===== src/hdl/iwn_pkg.sv =====
// Shared types, constants and calendar tables for the ISO week number pipeline.
// Used by every module of the block; depends on nothing.
package iwn_pkg;

    localparam int unsigned YEAR_W  = 14;
    localparam int unsigned MONTH_W = 4;
    localparam int unsigned DAY_W   = 5;
    localparam int unsigned WEEK_W  = 6;

    localparam logic [MONTH_W-1:0] JANUARY  = 4'd1;
    localparam logic [MONTH_W-1:0] FEBRUARY = 4'd2;
    localparam logic [MONTH_W-1:0] DECEMBER = 4'd12;

    // year + 399 equals year - 1 modulo 400 and never goes negative.
    localparam logic [14:0] YEAR_OFFSET = 15'd399;
    // floor(2^16 / 25): applied to p / 16 it gives p / 400, low by at most one.
    localparam logic [11:0] RECIP_25    = 12'd2621;
    // ceil(2^11 / 7): exact floor division by 7 for values below 683.
    localparam logic [8:0]  RECIP_7     = 9'd293;

    localparam logic [WEEK_W-1:0] WEEK_LONG  = 6'd53;
    localparam logic [WEEK_W-1:0] WEEK_SHORT = 6'd52;
    localparam logic [WEEK_W-1:0] WEEK_FIRST = 6'd1;

    localparam logic [2:0] MONDAY   = 3'd1;
    localparam logic [2:0] THURSDAY = 3'd4;
    localparam logic [2:0] FRIDAY   = 3'd5;
    localparam logic [2:0] SATURDAY = 3'd6;
    localparam logic [2:0] SUNDAY   = 3'd7;

    // After the date stage.
    typedef struct packed {
        logic [14:0] p;          // year + 399
        logic [5:0]  q_est;      // p / 400, possibly one low
        logic [8:0]  doy_base;   // day of year without the leap day
        logic        bad_base;   // invalid regardless of leap year
        logic        feb29;      // 29 February, valid only in leap years
        logic        after_feb;
    } t_s1;

    // After the year reduction stage.
    typedef struct packed {
        logic [8:0] r400;        // (year - 1) mod 400
        logic       leap;
        logic       prev_leap;
        logic       err;
        logic [8:0] doy;
    } t_s2;

    // After the weekday stage.
    typedef struct packed {
        logic [2:0] j1;          // ISO weekday of 1 January
        logic       leap;
        logic       prev_leap;
        logic       err;
        logic [8:0] doy;
    } t_s3;

    function automatic logic [8:0] days_before(input logic [MONTH_W-1:0] month);
        logic [8:0] d;
        case (month)
            4'd1:    d = 9'd0;
            4'd2:    d = 9'd31;
            4'd3:    d = 9'd59;
            4'd4:    d = 9'd90;
            4'd5:    d = 9'd120;
            4'd6:    d = 9'd151;
            4'd7:    d = 9'd181;
            4'd8:    d = 9'd212;
            4'd9:    d = 9'd243;
            4'd10:   d = 9'd273;
            4'd11:   d = 9'd304;
            4'd12:   d = 9'd334;
            default: d = 9'd0;
        endcase
        return d;
    endfunction

    function automatic logic [DAY_W-1:0] month_len(input logic [MONTH_W-1:0] month);
        logic [DAY_W-1:0] l;
        case (month)
            4'd2:                  l = 5'd28;
            4'd4, 4'd6, 4'd9, 4'd11: l = 5'd30;
            default:               l = 5'd31;
        endcase
        return l;
    endfunction

    // Residue modulo 7 by folding octal digits, since 8 is 1 modulo 7.
    function automatic logic [2:0] mod7(input logic [11:0] x);
        logic [4:0] s1;
        logic [3:0] s2;
        s1 = 5'(x[2:0]) + 5'(x[5:3]) + 5'(x[8:6]) + 5'(x[11:9]);
        s2 = 4'(s1[2:0]) + 4'(s1[4:3]);
        return (s2 >= 4'd7) ? 3'(s2 - 4'd7) : s2[2:0];
    endfunction

    // A value below 400 is a leap residue when divisible by 4 and not a
    // nonzero multiple of 100.
    function automatic logic leap_res(input logic [8:0] r);
        return (r[1:0] == 2'd0) && (r != 9'd100) && (r != 9'd200) && (r != 9'd300);
    endfunction

endpackage


===== src/hdl/iso_week_number.sv =====
// Top level of the ISO 8601 week number pipeline.
// Depends on iwn_pkg, iwn_date_front, iwn_weekday and iwn_week_calc.
//
//   channel   direction   handshake            payload
//   date      in          i_valid / o_stall    i_year, i_month, i_day
//   week      out         o_valid / i_stall    o_iso_week, o_date_error
//
// An accepted item passes the date, year reduction, weekday, division and output registers in order.
// One item can enter every cycle while o_stall is low; each of the five stages holds one item.
// Reset clears all stage valid bits; no result is shown after reset.
// A stalled output holds its item while earlier stages keep filling empty
// slots; o_stall rises only when every stage is occupied.
module iso_week_number (
    input  logic                        i_clk,
    input  logic                        i_rst_n,
    input  logic                        i_valid,
    output logic                        o_stall,
    input  logic [iwn_pkg::YEAR_W-1:0]  i_year,
    input  logic [iwn_pkg::MONTH_W-1:0] i_month,
    input  logic [iwn_pkg::DAY_W-1:0]   i_day,
    output logic                        o_valid,
    input  logic                        i_stall,
    output logic [iwn_pkg::WEEK_W-1:0]  o_iso_week,
    output logic                        o_date_error
);

    logic         front_ready, front_valid;
    iwn_pkg::t_s2 front_data;
    logic         wd_ready, wd_valid;
    iwn_pkg::t_s3 wd_data;
    logic         wc_ready;

    iwn_date_front u_front (
        .i_clk   (i_clk),
        .i_rst_n (i_rst_n),
        .i_valid (i_valid),
        .o_ready (front_ready),
        .i_year  (i_year),
        .i_month (i_month),
        .i_day   (i_day),
        .o_valid (front_valid),
        .i_ready (wd_ready),
        .o_data  (front_data)
    );

    iwn_weekday u_weekday (
        .i_clk   (i_clk),
        .i_rst_n (i_rst_n),
        .i_valid (front_valid),
        .o_ready (wd_ready),
        .i_data  (front_data),
        .o_valid (wd_valid),
        .i_ready (wc_ready),
        .o_data  (wd_data)
    );

    iwn_week_calc u_week (
        .i_clk   (i_clk),
        .i_rst_n (i_rst_n),
        .i_valid (wd_valid),
        .o_ready (wc_ready),
        .i_data  (wd_data),
        .o_valid (o_valid),
        .i_ready (!i_stall),
        .o_week  (o_iso_week),
        .o_err   (o_date_error)
    );

    assign o_stall = !front_ready;

    a_err_week_zero: assert property (@(posedge i_clk) disable iff (!i_rst_n)
        o_valid && o_date_error |-> o_iso_week == '0)
        else $error("invalid date with nonzero week");

    a_week_range: assert property (@(posedge i_clk) disable iff (!i_rst_n)
        o_valid && !o_date_error |-> (o_iso_week >= 6'd1) && (o_iso_week <= 6'd53))
        else $error("week number out of range");

    a_stall_only_full: assert property (@(posedge i_clk) disable iff (!i_rst_n)
        o_stall |-> o_valid && i_stall && wd_valid && front_valid)
        else $error("input stalled while the pipeline has a free slot");

endmodule


===== src/hdl/iwn_date_front.sv =====
// Date stages: checks month and day, forms the day of the year and reduces
// the year modulo 400 over two register stages. Depends on iwn_pkg.
module iwn_date_front (
    input  logic                        i_clk,
    input  logic                        i_rst_n,
    input  logic                        i_valid,
    output logic                        o_ready,
    input  logic [iwn_pkg::YEAR_W-1:0]  i_year,
    input  logic [iwn_pkg::MONTH_W-1:0] i_month,
    input  logic [iwn_pkg::DAY_W-1:0]   i_day,
    output logic                        o_valid,
    input  logic                        i_ready,
    output iwn_pkg::t_s2                o_data
);

    logic         r_v1, r_v2;
    iwn_pkg::t_s1 r_s1, n_s1;
    iwn_pkg::t_s2 r_s2, n_s2;
    logic         ready1, ready2;
    logic [21:0]  prod;
    logic [4:0]   mlen;
    logic         mon_ok;
    logic [14:0]  qm;
    logic [14:0]  rem;
    logic [8:0]   r400;
    logic [8:0]   y400;

    assign ready2  = !r_v2 || i_ready;
    assign ready1  = !r_v1 || ready2;
    assign o_ready = ready1;

    always_comb begin
        n_s1.p   = 15'(i_year) + iwn_pkg::YEAR_OFFSET;
        prod     = 22'(n_s1.p[14:4]) * 22'(iwn_pkg::RECIP_25);
        n_s1.q_est = prod[21:16];
        mon_ok   = (i_month >= iwn_pkg::JANUARY) && (i_month <= iwn_pkg::DECEMBER);
        mlen     = iwn_pkg::month_len(i_month);
        n_s1.feb29 = (i_month == iwn_pkg::FEBRUARY) && (i_day == 5'd29);
        n_s1.bad_base = !mon_ok || (i_day == 5'd0) || ((i_day > mlen) && !n_s1.feb29);
        n_s1.after_feb = i_month > iwn_pkg::FEBRUARY;
        n_s1.doy_base  = iwn_pkg::days_before(i_month) + 9'(i_day);
    end

    always_comb begin
        qm  = {1'b0, r_s1.q_est, 8'd0} + {2'd0, r_s1.q_est, 7'd0} + {5'd0, r_s1.q_est, 4'd0};
        rem = r_s1.p - qm;
        r400 = (rem >= 15'd400) ? 9'(rem - 15'd400) : rem[8:0];
        y400 = (r400 == 9'd399) ? 9'd0 : r400 + 9'd1;
        n_s2.r400      = r400;
        n_s2.leap      = iwn_pkg::leap_res(y400);
        n_s2.prev_leap = iwn_pkg::leap_res(r400);
        n_s2.err       = r_s1.bad_base || (r_s1.feb29 && !n_s2.leap);
        n_s2.doy       = r_s1.doy_base + 9'(n_s2.leap && r_s1.after_feb);
    end

    always_ff @(posedge i_clk) begin
        if (!i_rst_n) begin
            r_v1 <= 1'b0;
            r_v2 <= 1'b0;
        end else begin
            if (ready1) begin
                r_v1 <= i_valid;
            end
            if (ready2) begin
                r_v2 <= r_v1;
            end
        end
    end

    always_ff @(posedge i_clk) begin
        if (ready1) begin
            r_s1 <= n_s1;
        end
        if (ready2) begin
            r_s2 <= n_s2;
        end
    end

    assign o_valid = r_v2;
    assign o_data  = r_s2;

endmodule


===== src/hdl/iwn_weekday.sv =====
// Weekday stage: ISO weekday of 1 January from the year residue modulo 400.
// Depends on iwn_pkg.
module iwn_weekday (
    input  logic         i_clk,
    input  logic         i_rst_n,
    input  logic         i_valid,
    output logic         o_ready,
    input  iwn_pkg::t_s2 i_data,
    output logic         o_valid,
    input  logic         i_ready,
    output iwn_pkg::t_s3 o_data
);

    logic         r_v;
    iwn_pkg::t_s3 r_s3, n_s3;
    logic         ready;
    logic [8:0]   r100;
    logic [11:0]  sum;
    logic [2:0]   m;

    assign ready   = !r_v || i_ready;
    assign o_ready = ready;

    always_comb begin
        if (i_data.r400 >= 9'd300) begin
            r100 = i_data.r400 - 9'd300;
        end else if (i_data.r400 >= 9'd200) begin
            r100 = i_data.r400 - 9'd200;
        end else if (i_data.r400 >= 9'd100) begin
            r100 = i_data.r400 - 9'd100;
        end else begin
            r100 = i_data.r400;
        end
        // 1 + 5 (p mod 4) + 4 (p mod 100) + 6 (p mod 400), at most 2806.
        sum = 12'd1 + 12'd5 * 12'(i_data.r400[1:0]) + {1'b0, r100, 2'd0}
            + 12'd6 * 12'(i_data.r400);
        m = iwn_pkg::mod7(sum);
        n_s3.j1        = (m == 3'd0) ? iwn_pkg::SUNDAY : m;
        n_s3.leap      = i_data.leap;
        n_s3.prev_leap = i_data.prev_leap;
        n_s3.err       = i_data.err;
        n_s3.doy       = i_data.doy;
    end

    always_ff @(posedge i_clk) begin
        if (!i_rst_n) begin
            r_v <= 1'b0;
        end else if (ready) begin
            r_v <= i_valid;
        end
    end

    always_ff @(posedge i_clk) begin
        if (ready) begin
            r_s3 <= n_s3;
        end
    end

    assign o_valid = r_v;
    assign o_data  = r_s3;

endmodule


===== src/hdl/iwn_week_calc.sv =====
// Week stages: divides the weekday-aligned day count by 7, then settles the
// year-boundary weeks into the output register. Depends on iwn_pkg.
module iwn_week_calc (
    input  logic                       i_clk,
    input  logic                       i_rst_n,
    input  logic                       i_valid,
    output logic                       o_ready,
    input  iwn_pkg::t_s3               i_data,
    output logic                       o_valid,
    input  logic                       i_ready,
    output logic [iwn_pkg::WEEK_W-1:0] o_week,
    output logic                       o_err
);

    logic                       r_v4, r_v5;
    logic                       ready4, ready5;
    logic [iwn_pkg::WEEK_W-1:0] r_qw, n_qw;
    iwn_pkg::t_s3               r_s4;
    logic [iwn_pkg::WEEK_W-1:0] r_week, n_week;
    logic                       r_err;
    logic [8:0]                 x;
    logic [17:0]                prod;
    logic [iwn_pkg::WEEK_W-1:0] week0, week1;
    logic [3:0]                 nx;

    assign ready5  = !r_v5 || i_ready;
    assign ready4  = !r_v4 || ready5;
    assign o_ready = ready4;

    always_comb begin
        x    = i_data.doy + 9'(i_data.j1) - 9'd2;
        prod = 18'(x) * 18'(iwn_pkg::RECIP_7);
        n_qw = prod[16:11];
    end

    always_comb begin
        week0 = r_qw + 6'(r_s4.j1 == iwn_pkg::MONDAY);
        week1 = week0 + 6'((r_s4.j1 > iwn_pkg::MONDAY) && (r_s4.j1 <= iwn_pkg::THURSDAY));
        // Weekday of next 1 January: one day later, two after a leap year.
        nx = 4'(r_s4.j1) + 4'd1 + 4'(r_s4.leap);
        if (nx > 4'd7) begin
            nx = nx - 4'd7;
        end
        if (r_s4.err) begin
            n_week = '0;
        end else if ((week0 == 6'd0) && (r_s4.j1 > iwn_pkg::THURSDAY)) begin
            // The date falls in the last week of the previous year.
            if ((r_s4.j1 == iwn_pkg::FRIDAY)
                    || ((r_s4.j1 == iwn_pkg::SATURDAY) && r_s4.prev_leap)) begin
                n_week = iwn_pkg::WEEK_LONG;
            end else begin
                n_week = iwn_pkg::WEEK_SHORT;
            end
        end else if ((week1 == iwn_pkg::WEEK_LONG) && (nx <= 4'(iwn_pkg::THURSDAY))) begin
            n_week = iwn_pkg::WEEK_FIRST;
        end else begin
            n_week = week1;
        end
    end

    always_ff @(posedge i_clk) begin
        if (!i_rst_n) begin
            r_v4 <= 1'b0;
            r_v5 <= 1'b0;
        end else begin
            if (ready4) begin
                r_v4 <= i_valid;
            end
            if (ready5) begin
                r_v5 <= r_v4;
            end
        end
    end

    always_ff @(posedge i_clk) begin
        if (ready4) begin
            r_qw <= n_qw;
            r_s4 <= i_data;
        end
        if (ready5) begin
            r_week <= n_week;
            r_err  <= r_s4.err;
        end
    end

    assign o_valid = r_v5;
    assign o_week  = r_week;
    assign o_err   = r_err;

    a_weekday_nonzero: assert property (@(posedge i_clk) disable iff (!i_rst_n)
        r_v4 && !r_s4.err |-> r_s4.j1 != 3'd0)
        else $error("weekday of 1 January is zero");

endmodule


===== config.mk =====
export PLATFORM = sky130hd
export DESIGN_NAME = iso_week_number
export DESIGN_NICKNAME = d
export VERILOG_FILES = /design/src/hdl/iwn_pkg.sv /design/src/hdl/iso_week_number.sv /design/src/hdl/iwn_date_front.sv /design/src/hdl/iwn_weekday.sv /design/src/hdl/iwn_week_calc.sv
export SDC_FILE = /design/constraint.sdc
export NUM_CORES = 1
export LEC_CHECK = 0
export ABC_AREA = 1
export BUFFER_PORTS_ARGS = -buffer_cell sky130_fd_sc_hd__buf_2
export CAP_MARGIN = 20
export CORE_MARGIN = 2
export CORE_UTILIZATION = 45
export DETAILED_ROUTE_END_ITERATION = 7
export PLACE_DENSITY = 0.71
export SLEW_MARGIN = 0
export SYNTH_ARGS = -nofsm -noshare
export SYNTH_HDL_FRONTEND = slang
export SYNTH_SLANG_ARGS = --single-unit

===== constraint.sdc =====
create_clock -name i_clk -period 10.95 [get_ports i_clk]
set_input_delay 1.095 -clock i_clk [delete_from_list [all_inputs] [get_ports i_clk]]
set_output_delay 1.095 -clock i_clk [all_outputs]
set_load 0.005 [all_outputs]

; Word-level counts from Yosys, hierarchy flattened
; Memories as Yosys holds them, arrays and structs flattened.
; Cells that the tools add are included.
; Widths: inputs -> output; s select.
[totals]
mem_count = 1
out_inout_bits = 9
mem_bits_ro = 144
ff_bits = 93
[memory_table]
columns = name, depth, word_bits, read_ports, rd_ports_with_merged_regs, write_ports, line
row1 = (no name shown), 16, 9, 1, 0, 0, iwn_pkg.sv:61  ; case (month)
[op_classes]
n_reduce_logical = 40
n_addsub = 26
order_cmp = 14
muxes = 11
eq_ne = 17
n_mul = 4
[op_table]
columns = op, count
row1 = $mux 9, 5
row2 = $mul 11x12->22 const B, 1
row3 = $ne 9x7->1 const B, 2
row4 = $ne 9x8->1 const B, 2
row5 = $ne 9x9->1 const B, 2
row6 = $sub 9x9->9 const B, 2
row7 = $mul 9x9->17 const B, 1
row8 = $add 14x13->15, 1
row9 = $add 14x9->15 const B, 1
row10 = $add 15x10->15, 1
row11 = $ge 15x9->1 const B, 1
row12 = $logic_and 1x1->1, 15
row13 = $sub 15x15->15, 1
row14 = $add 12x11->12, 1
row15 = $add 12x12->12, 1
row16 = $add 6x1->6, 2
row17 = $mux 6, 2
row18 = $mul 2x9->11 const A, 1
row19 = $add 5x3->5, 2
row20 = $logic_not 1->1, 10
row21 = $add 9x1->9, 1
row22 = $add 9x1->9 const B, 1
row23 = $add 9x3->9, 1
row24 = $add 9x5->9, 1
row25 = other kinds (42), 54

; Longest topological paths before layout
; Gate-level depths: netlist of the first run.
[depth]
depth_word = 14
mapped_depth = 36
ltp_nobuf = 36

; By module
; From an unflattened synthesis of the first run, not the netlist that was laid out.
[unflattened]
hier_cells = 1393
area_unflattened_um2 = 11487.3
[by_module_without_submodules]
columns = module, n_inst, area_per_inst_um2, seq_area_each_um2, cells_each
row1 = iwn_date_front, 1, 6189.7, 1661.6, 707
row2 = iwn_week_calc, 1, 2700.1, 610.6, 353
row3 = iwn_weekday, 1, 2590.0, 470.5, 331
row4 = iso_week_number, 1, 7.5, 0.0, 2

; Worst setup path before layout of the first run
; No wires, ideal clock.
[synth_timing]
path_kind = register to register
start = register u_front.r_s2, in the netlist u_front.o_data[16]
end = register u_weekday.r_s3, in the netlist u_weekday.o_data[12], data pin
slack_ps = 4546
arrival_time_ps = 6146
period_less_slack_ps = 6404
path_stages_with_launch = 34
required_ps = 10692
cell_sequence = edfxtp_1 inv_1 ha_1 a21oi_1 inv_1 a21oi_1 nor2_1 nor2_1 clkinv_1 nor2_1 xor2_1 fa_1 inv_1 ha_1 a21oi_1 o21ai_0 a21oi_1 nor2_1 nor2_1 o21ai_0 a21o_1 a21oi_1 xor2_1 fa_1 fa_1 xor2_1 ha_1 fa_1 ha_1 nand2_1 nand2_1 xnor2_1 nand3_1 nand2_1
[synth_via]
elab_chain_cells = 13
word_cells_on_any_way = 20
classes_between = add/sub: 10 / mul: 1 / order compare: 4 / mux: 4 / reduce/logical: 1
[synth_rtl]
columns = element, line
row1 = start: declaration, iwn_date_front.sv:18  ; iwn_pkg::t_s2 r_s2, n_s2;
row2 = start signal: assignment, iwn_date_front.sv:75  ; r_s2 <= n_s2;
row3 = $ge 9x7->1, iwn_weekday.sv:29  ; end else if (i_data.r400 >= 9'd100) begin
row4 = $mux 9, iwn_weekday.sv:29
row5 = $mux 9, iwn_weekday.sv:27  ; end else if (i_data.r400 >= 9'd200) begin
row6 = $mux 9, iwn_weekday.sv:25  ; if (i_data.r400 >= 9'd300) begin
row7 = $add 12x11->12, iwn_weekday.sv:35  ; sum = 12'd1 + 12'd5 * 12'(i_data.r400[1:0]) + {1'b0, r100, 2'd0}
row8 = $add 12x12->12 (*), iwn_weekday.sv:36  ; + 12'd6 * 12'(i_data.r400);
row9 = $add 3x3->4, iwn_pkg.sv:93  ; s1 = 5'(x[2:0]) + 5'(x[5:3]) + 5'(x[8:6]) + 5'(x[11:9]);
row10 = $add 5x3->5, iwn_pkg.sv:93
row11 = $add 5x3->5 (*), iwn_pkg.sv:93
row12 = $add 3x2->4 (*), iwn_pkg.sv:94  ; s2 = 4'(s1[2:0]) + 4'(s1[4:3]);
row13 = $ge 4x3->1 / $sub 3x3->3 (equally long branches), iwn_pkg.sv:95  ; return (s2 >= 4'd7) ? 3'(s2 - 4'd7) : s2[2:0];
row14 = $mux 3 (*), iwn_pkg.sv:95
row15 = $logic_not 3->1, iwn_weekday.sv:38  ; n_s3.j1 = (m == 3'd0) ? iwn_pkg::SUNDAY : m;
row16 = end signal: assignment, iwn_weekday.sv:55  ; r_s3 <= n_s3;
row17 = end: declaration, iwn_weekday.sv:15  ; iwn_pkg::t_s3 r_s3, n_s3;
; Every way passes the cells marked *; elsewhere a longest branch is shown, timed or not.
; A chain may end at the register's enable or synchronous reset.

; Final worst setup path of the first run
[layout_timing]
start = register u_front.r_s2, in the netlist u_front.o_data[16]
end = register u_weekday.r_s3, in the netlist u_weekday.o_data[14], data pin
; The elaborated chain is that of the path after synthesis.

==> results.py, run 1 <==
metrics = {
    "placed_design": {
        "globalplace.congestion": 0.863,
        "dp_hpwl_microns": 16600,
        "port_buffers": 35,
    },
    "synth": {
        "yosys_warnings": 0,
        "yosys.area.top_type": "ha_1",
        "async_flop_share": 0,
        "yosysTopAreaCellShare": 0.256,
        "synthesis.nets": 1543,
        "synth-seq-cells": 93,
        "syn-instance-count": 1239,
        "synth_edf_count": 88,
        "syn_area_per_cell_sq_um": 8.75,
        "syn_area_sq_um": 10800,
        "netlist_top_cells_area": "ha_1, edfxtp_1, fa_1",
        "synth_ff_type": "edfxtp_1",
        "synth.distinct_cells": 46,
        "seq_area_frac_synth": 0.253,
    },
    "timing": {
        "period_share": 0.646,
        "relSlewSlack": 0.388,
        "tightestPinTransition_ns": 0.917,
        "fin_skew_ns": 0.0117,
        "grt_setup_unrepaired": "no",
        "finalHoldViolations": 0,
        "fin_tns_setup_ns": 0,
        "max_freq_mhz": 141,
        "period_needed_ns": 7.07,
        "finalSetupViolations": 0,
        "final-max-slew-violation-count": 0,
    },
    "detailed_routing": {
        "drt_wl_total_microns": 19500,
        "drt_iter0_drc": 306,
        "ant_nets": 0,
        "vias_per_cell": 4.87,
        "vias": 7843,
        "drt-pass1-iter-count": 5,
        "wire_per_inst_microns": 12.1,
        "drc": 0,
    },
    "global_route": {
        "overflow": 0,
        "grt_antenna_before_repair": 0,
        "grt_max_degree": 34,
        "grt_pass1_wl_microns": 33900,
        "grt_pass1_vias": 7801,
        "grtUsageTotal": 0.159,
    },
    "hold_path": {
        "hold_class": "register to register",
    },
    "finish": {
        "final_common_cell": "inv_1",
        "area_growth_pct": 8.17,
        "insertedDiodeCount": 0,
        "nets": 1589,
        "drive_above_1_share": 0.0744,
        "mostFrequentLayoutCells": "inv_1, ha_1, nand2_1, edfxtp_1",
    },
    "critical_path": {
        "worstPathArrival_ns": 7.29,
        "critPathKind": "register to register",
        "slowest_stage": "fa_1",
        "critPathLaunchType": "register",
        "cpPeakStageDelay_ns": 0.51,
        "required_ns": 11.17,
        "path_max_fanout": 9,
        "crit_buf_inv": 4,
        "cp-end-kind": "register",
        "crit_family": "adder cells",
    },
    "clock_tree": {
        "ctsResizeCount": 0,
        "ctsRootBufferMaster": "clkbuf_16",
        "clockBufferDepth": 2,
        "numCtsBuffers": 9,
        "post_cts_buffers": 0,
        "clkSlewWorstSetupHoldPaths_ns": 0.07,
        "htreeDepth": 3,
        "clk_latency_ns": 0.35,
        "ctsHoldBuffers": 0,
        "cts_tree": "yes",
        "cts_sinks": 93,
    },
    "flow_run": {
        "maxCapViolCount": 0,
    },
    "die": {
        "coreArea_sq_um": 23500,
        "ios": 36,
        "die_x_microns": 159,
        "fp.dieH_microns": 159,
        "start_util": 0.461,
        "die_area_sq_um": 25300,
        "rows": 56,
    },
    "status": {
        "run_status": "completed",
    },
}
[metrics by stage]
stage	setup slack (ns)	cells	utilization	hold slack (ns)	area, sq um
after floorplan	4.55	1239	-	0.400	10800
after global placement	4.10	1593	0.485	0.401	11400
after detailed placement	3.95	1593	0.485	0.406	11400
after CTS	3.92	1609	0.498	0.418	11700
after global routing	3.17	1609	0.498	0.429	11700
final	3.88	1609	0.498	0.415	11700
[sequential cells by signal, summed over array words and instances, names as in the netlist]
| name | flops |
|---|---|
| u_front.o_data | 21 |
| u_week.r_s4 | 6 |
| u_week.r_v4 | 1 |
| u_front.o_valid | 1 |
| u_week.o_week | 6 |
| u_week.o_err | 1 |
| u_week.r_qw | 6 |
| u_front.r_v1 | 1 |
| u_week.o_valid | 1 |
| u_front.r_s1 | 33 |
| u_weekday.o_valid | 1 |
| u_weekday.o_data | 15 |
[final cells by class]
| class | instances | area (sq um) |
|---|---|---|
| Timing Repair Buffer | 38 | 198 |
| Inverter | 286 | 1070 |
| Sequential cell | 93 | 2740 |
| Multi-Input combinational cell | 857 | 7010 |
| Fill cell | 2227 | 11800 |
| Clock buffer | 10 | 229 |
| Tap cell | 319 | 399 |
| Clock inverter | 6 | 71.3 |
[Yosys cell counts (3+ instances only)]
cell,number
nor2_1,71
nand3_1,49
o21bai_1,7
nand4_1,13
edfxtp_1,88
dfxtp_1,5
nor2_4,3
o21ai_0,26
fa_1,55
o22ai_1,4
o21a_1,8
nor3_1,11
inv_1,277
inv_2,8
a211oi_1,3
or2_2,7
a21oi_1,71
nor4_1,3
nand2_1,171
xor2_1,62
nor2_2,5
xnor2_1,23
ha_1,222
nand2_2,16
clkbuf_1,3
[worst reg2reg max path, delay by kind of cell, from the launching register on]
kind,cells,cell delay [ns]
mux,1,0.23
simple gates,9,1.06
compound gates,8,1.28
fa+ha+maj,8,2.91
buf+inv,4,0.60
flops,1,0.42
xor+xnor,3,0.44
[path summary, 6_finish.rpt]
| check | from | to | slack, ns | cells past startpoint |
|---|---|---|---|---|
| max | u_front.o_data[16] | u_weekday.o_data[14] | 3.88 | 33 |
| min | u_front.o_data[1] | u_weekday.o_data[1] | 0.41 | 0 |
| max reg2reg | u_front.o_data[16] | u_weekday.o_data[14] | 3.88 | 33 |
| min reg2reg | u_front.o_data[1] | u_weekday.o_data[1] | 0.41 | 0 |
[routing by layer]
layer  part of all wire  GRT usage
met5                  0          0
met1               0.47      0.200
met3              0.022     0.0201
met4              0.011     0.0331
met2               0.50      0.293
[cell families after synthesis]
kind of cell / Yosys count / synth area share
AO/OA/AOI/OAI: 135 / 0.0716
XOR/XNOR: 86 / 0.0702
AND/OR/NAND/NOR: 358 / 0.147
flip-flops: 93 / 0.253
multiplexers: 1 / 0.000923
adder cells (fa/ha/maj): 277 / 0.358
buffers and inverters: 289 / 0.100
Power of run 1 is not shown: default switching activity piles up to over one toggle a cycle in this logic, so the estimate is an artifact.
==> run 2: changes to the inputs <==
--- a/config.mk
+++ b/config.mk
@@ -5,13 +5,13 @@
 export SDC_FILE = /design/constraint.sdc
 export NUM_CORES = 1
 export LEC_CHECK = 0
-export ABC_AREA = 1
+export ABC_AREA = 0
 export BUFFER_PORTS_ARGS = -buffer_cell sky130_fd_sc_hd__buf_2
 export CAP_MARGIN = 20
 export CORE_MARGIN = 2
 export CORE_UTILIZATION = 45
 export DETAILED_ROUTE_END_ITERATION = 7
-export PLACE_DENSITY = 0.71
+export PLACE_DENSITY = 0.73
 export SLEW_MARGIN = 0
 export SYNTH_ARGS = -nofsm -noshare
 export SYNTH_HDL_FRONTEND = slang
==> constraint.sdc (replaced) <==
create_clock -name i_clk -period 6.2 [get_ports i_clk]
set_input_delay 0.62 -clock i_clk [delete_from_list [all_inputs] [get_ports i_clk]]
set_output_delay 0.62 -clock i_clk [all_outputs]
set_load 0.005 [all_outputs]
==> results.py, run 2 <==
metrics = {
    "timing": {
        "finalSetupViolations": 3,
        "relSlewSlack": 0.343,
        "max_freq_mhz": 158,
        "finalHoldViolations": 0,
        "tightestPinTransition_ns": 0.983,
        "final-max-slew-violation-count": 0,
        "setup_ws_ns": -0.141,
        "period_share": 1.02,
        "grt_setup_unrepaired": "yes",
        "holdWs_ns": 0.417,
        "fin_tns_setup_ns": -0.204,
        "period_needed_ns": 6.34,
        "fin_skew_ns": 0.00885,
    },
    "placed_design": {
        "pre_cts_slack_ns": -0.212,
        "port_buffers": 35,
        "globalplace.congestion": 0.910,
        "dp_hpwl_microns": 16400,
    },
    "finish": {
        "insertedDiodeCount": 0,
        "largest_reg_flops": 33,
        "multi_input_area_sq_um": 7420,
        "mostFrequentLayoutCells": "ha_1, inv_1, edfxtp_1, buf_4, xnor2_1",
        "drive_above_1_share": 0.175,
        "regMostFlops": "u_front.r_s1",
        "final_common_cell": "ha_1",
        "seqCellArea_sq_um": 2740,
        "final.fill_count": 1966,
        "area_growth_pct": 17.1,
        "nets": 1488,
    },
    "clock_tree": {
        "clkSlewWorstSetupHoldPaths_ns": 0.07,
        "clk_latency_ns": 0.35,
        "clockBufferDepth": 2,
        "htreeDepth": 3,
        "cts_tree": "yes",
        "cts_sinks": 93,
        "ctsRootBufferMaster": "clkbuf_16",
        "numCtsBuffers": 9,
    },
    "die": {
        "rows": 56,
        "fp.dieH_microns": 158,
        "die_area_sq_um": 24800,
        "coreArea_sq_um": 23300,
        "ios": 36,
        "start_util": 0.455,
        "die_x_microns": 158,
    },
    "detailed_routing": {
        "ant_nets": 0,
        "wire_per_inst_microns": 13.6,
        "drt-pass1-iter-count": 4,
        "drt_iter0_drc": 433,
        "vias_per_cell": 5.09,
        "drc": 0,
        "vias": 7681,
        "drt_wl_total_microns": 20600,
    },
    "synth": {
        "synth.most_common_cell": "ha_1",
        "synthesis.nets": 1367,
        "seq_area_frac_synth": 0.258,
        "netlist_top_cells_area": "ha_1, edfxtp_1, fa_1",
        "syn_area_per_cell_sq_um": 9.99,
        "netlist_top_cells_count": "ha_1, inv_1, edfxtp_1, xnor2_1",
        "synth_edf_count": 88,
        "synth-seq-cells": 93,
        "syn_area_sq_um": 10600,
        "yosysTopAreaCellShare": 0.262,
        "async_flop_share": 0,
        "synth_ff_type": "edfxtp_1",
        "synth.distinct_cells": 76,
        "yosys.area.top_type": "ha_1",
        "syn-instance-count": 1063,
        "yosys_warnings": 0,
    },
    "status": {
        "violations": "negative setup slack",
        "run_status": "finished, violations left",
    },
    "critical_path": {
        "cp-end-kind": "register",
        "critPathLaunchType": "register",
        "critPathKind": "register to register",
        "path_max_fanout": 6,
        "required_ns": 6.31,
        "worstPathArrival_ns": 6.45,
        "ff2ff_path_depth": 26,
    },
    "global_route": {
        "grt_max_degree": 35,
        "grt_pass1_vias": 7737,
        "grt_pass1_wl_microns": 35000,
        "grt_antenna_before_repair": 0,
        "grtUsageTotal": 0.174,
        "overflow": 0,
    },
    "flow_run": {
        "maxCapViolCount": 0,
    },
    "hold_path": {
        "whs_path_depth": 0,
        "hold_class": "register to register",
    },
}
[run 2: changes by cell type after synthesis, sizes merged, moves of 7 or more]
cell / delta
a21o: +17
a21oi: -16
and2: +9
and3: +10
clkbuf: +7
inv: -96
mux2i: +13
nand2: -140
nand3: -26
nor2: -25
o21bai: +7
or2: -7
xnor2: +38
xor2: -32
[run 2: path summary, 6_finish.rpt]
kind,from,to,slack [ns]
setup / recovery,u_front.o_data[13],u_weekday.o_data[14],-0.14
hold / removal,u_front.o_data[2],u_weekday.o_data[2],0.42
setup reg to reg,u_front.o_data[13],u_weekday.o_data[14],-0.14
hold reg to reg,u_front.o_data[2],u_weekday.o_data[2],0.42
[run 2: layout make-up]
cell class              count  area share
clock buffers              10      0.0184
clock inverters             6     0.00372
inverters                 189      0.0573
multi-input cells         766       0.597
flip-flops and latches     93       0.221
well taps                 319      0.0321
repair buffers            125      0.0709
[run 2: through the flow]
step           instance area (sq um)  utilization  instances
2_1_floorplan                  10700            -       1063
3_3_place_gp                   11800        0.504       1476
3_5_place_dp                   11800        0.504       1476
4_1_cts                        12100        0.520       1497
5_1_grt                        12400        0.533       1508
6_report                       12400        0.533       1508
[run 2: kinds of logic after synthesis]
| kind of cell | share of synthesized area |
|---|---|
| adders and majority gates | 0.365 |
| AOI/OAI and AO/OA | 0.116 |
| and+or+nand+nor | 0.0916 |
| muxes | 0.0164 |
| xor gates and xnor gates | 0.0789 |
| buffers and inverters | 0.0734 |
| DFF | 0.258 |
[run 2: what timing repair did]
item / in CTS / in global routing
endpoints found under the setup margin: 3 / 7
setup buffers: 5 / 11
pin swaps: 9 / 28
hold buffers: 0 / 0
resized for setup: 13 / 42
[run 2: per-layer routing]
layer,vias up,wire length (microns),global-route usage
met4,0,416,0.0528
met3,29,585,0.0244
li1,3915,-,-
met5,-,0,0
met1,3627,9380,0.223
met2,110,10200,0.305
[run 2: worst max-delay path, stage by stage, from the launching register on]
cell,delay (ns)
edfxtp_1,0.45
buf_4,0.19
nor2_1,0.24
a41oi_4,0.17
o21a_1,0.16
and2_4,0.15
buf_4,0.15
a221oi_1,0.38
a21oi_1,0.11
xnor2_1,0.24
ha_1,0.28
ha_1,0.32
a21oi_2,0.15
o21bai_1,0.08
a21oi_1,0.18
xor2_1,0.10
fa_1,0.48
inv_1,0.04
ha_2,0.18
fa_2,0.33
xor2_1,0.15
ha_2,0.20
fa_1,0.56
ha_2,0.22
inv_2,0.04
o21a_4,0.21
a221o_1,0.34
Power of run 2 is left out for the same reason.
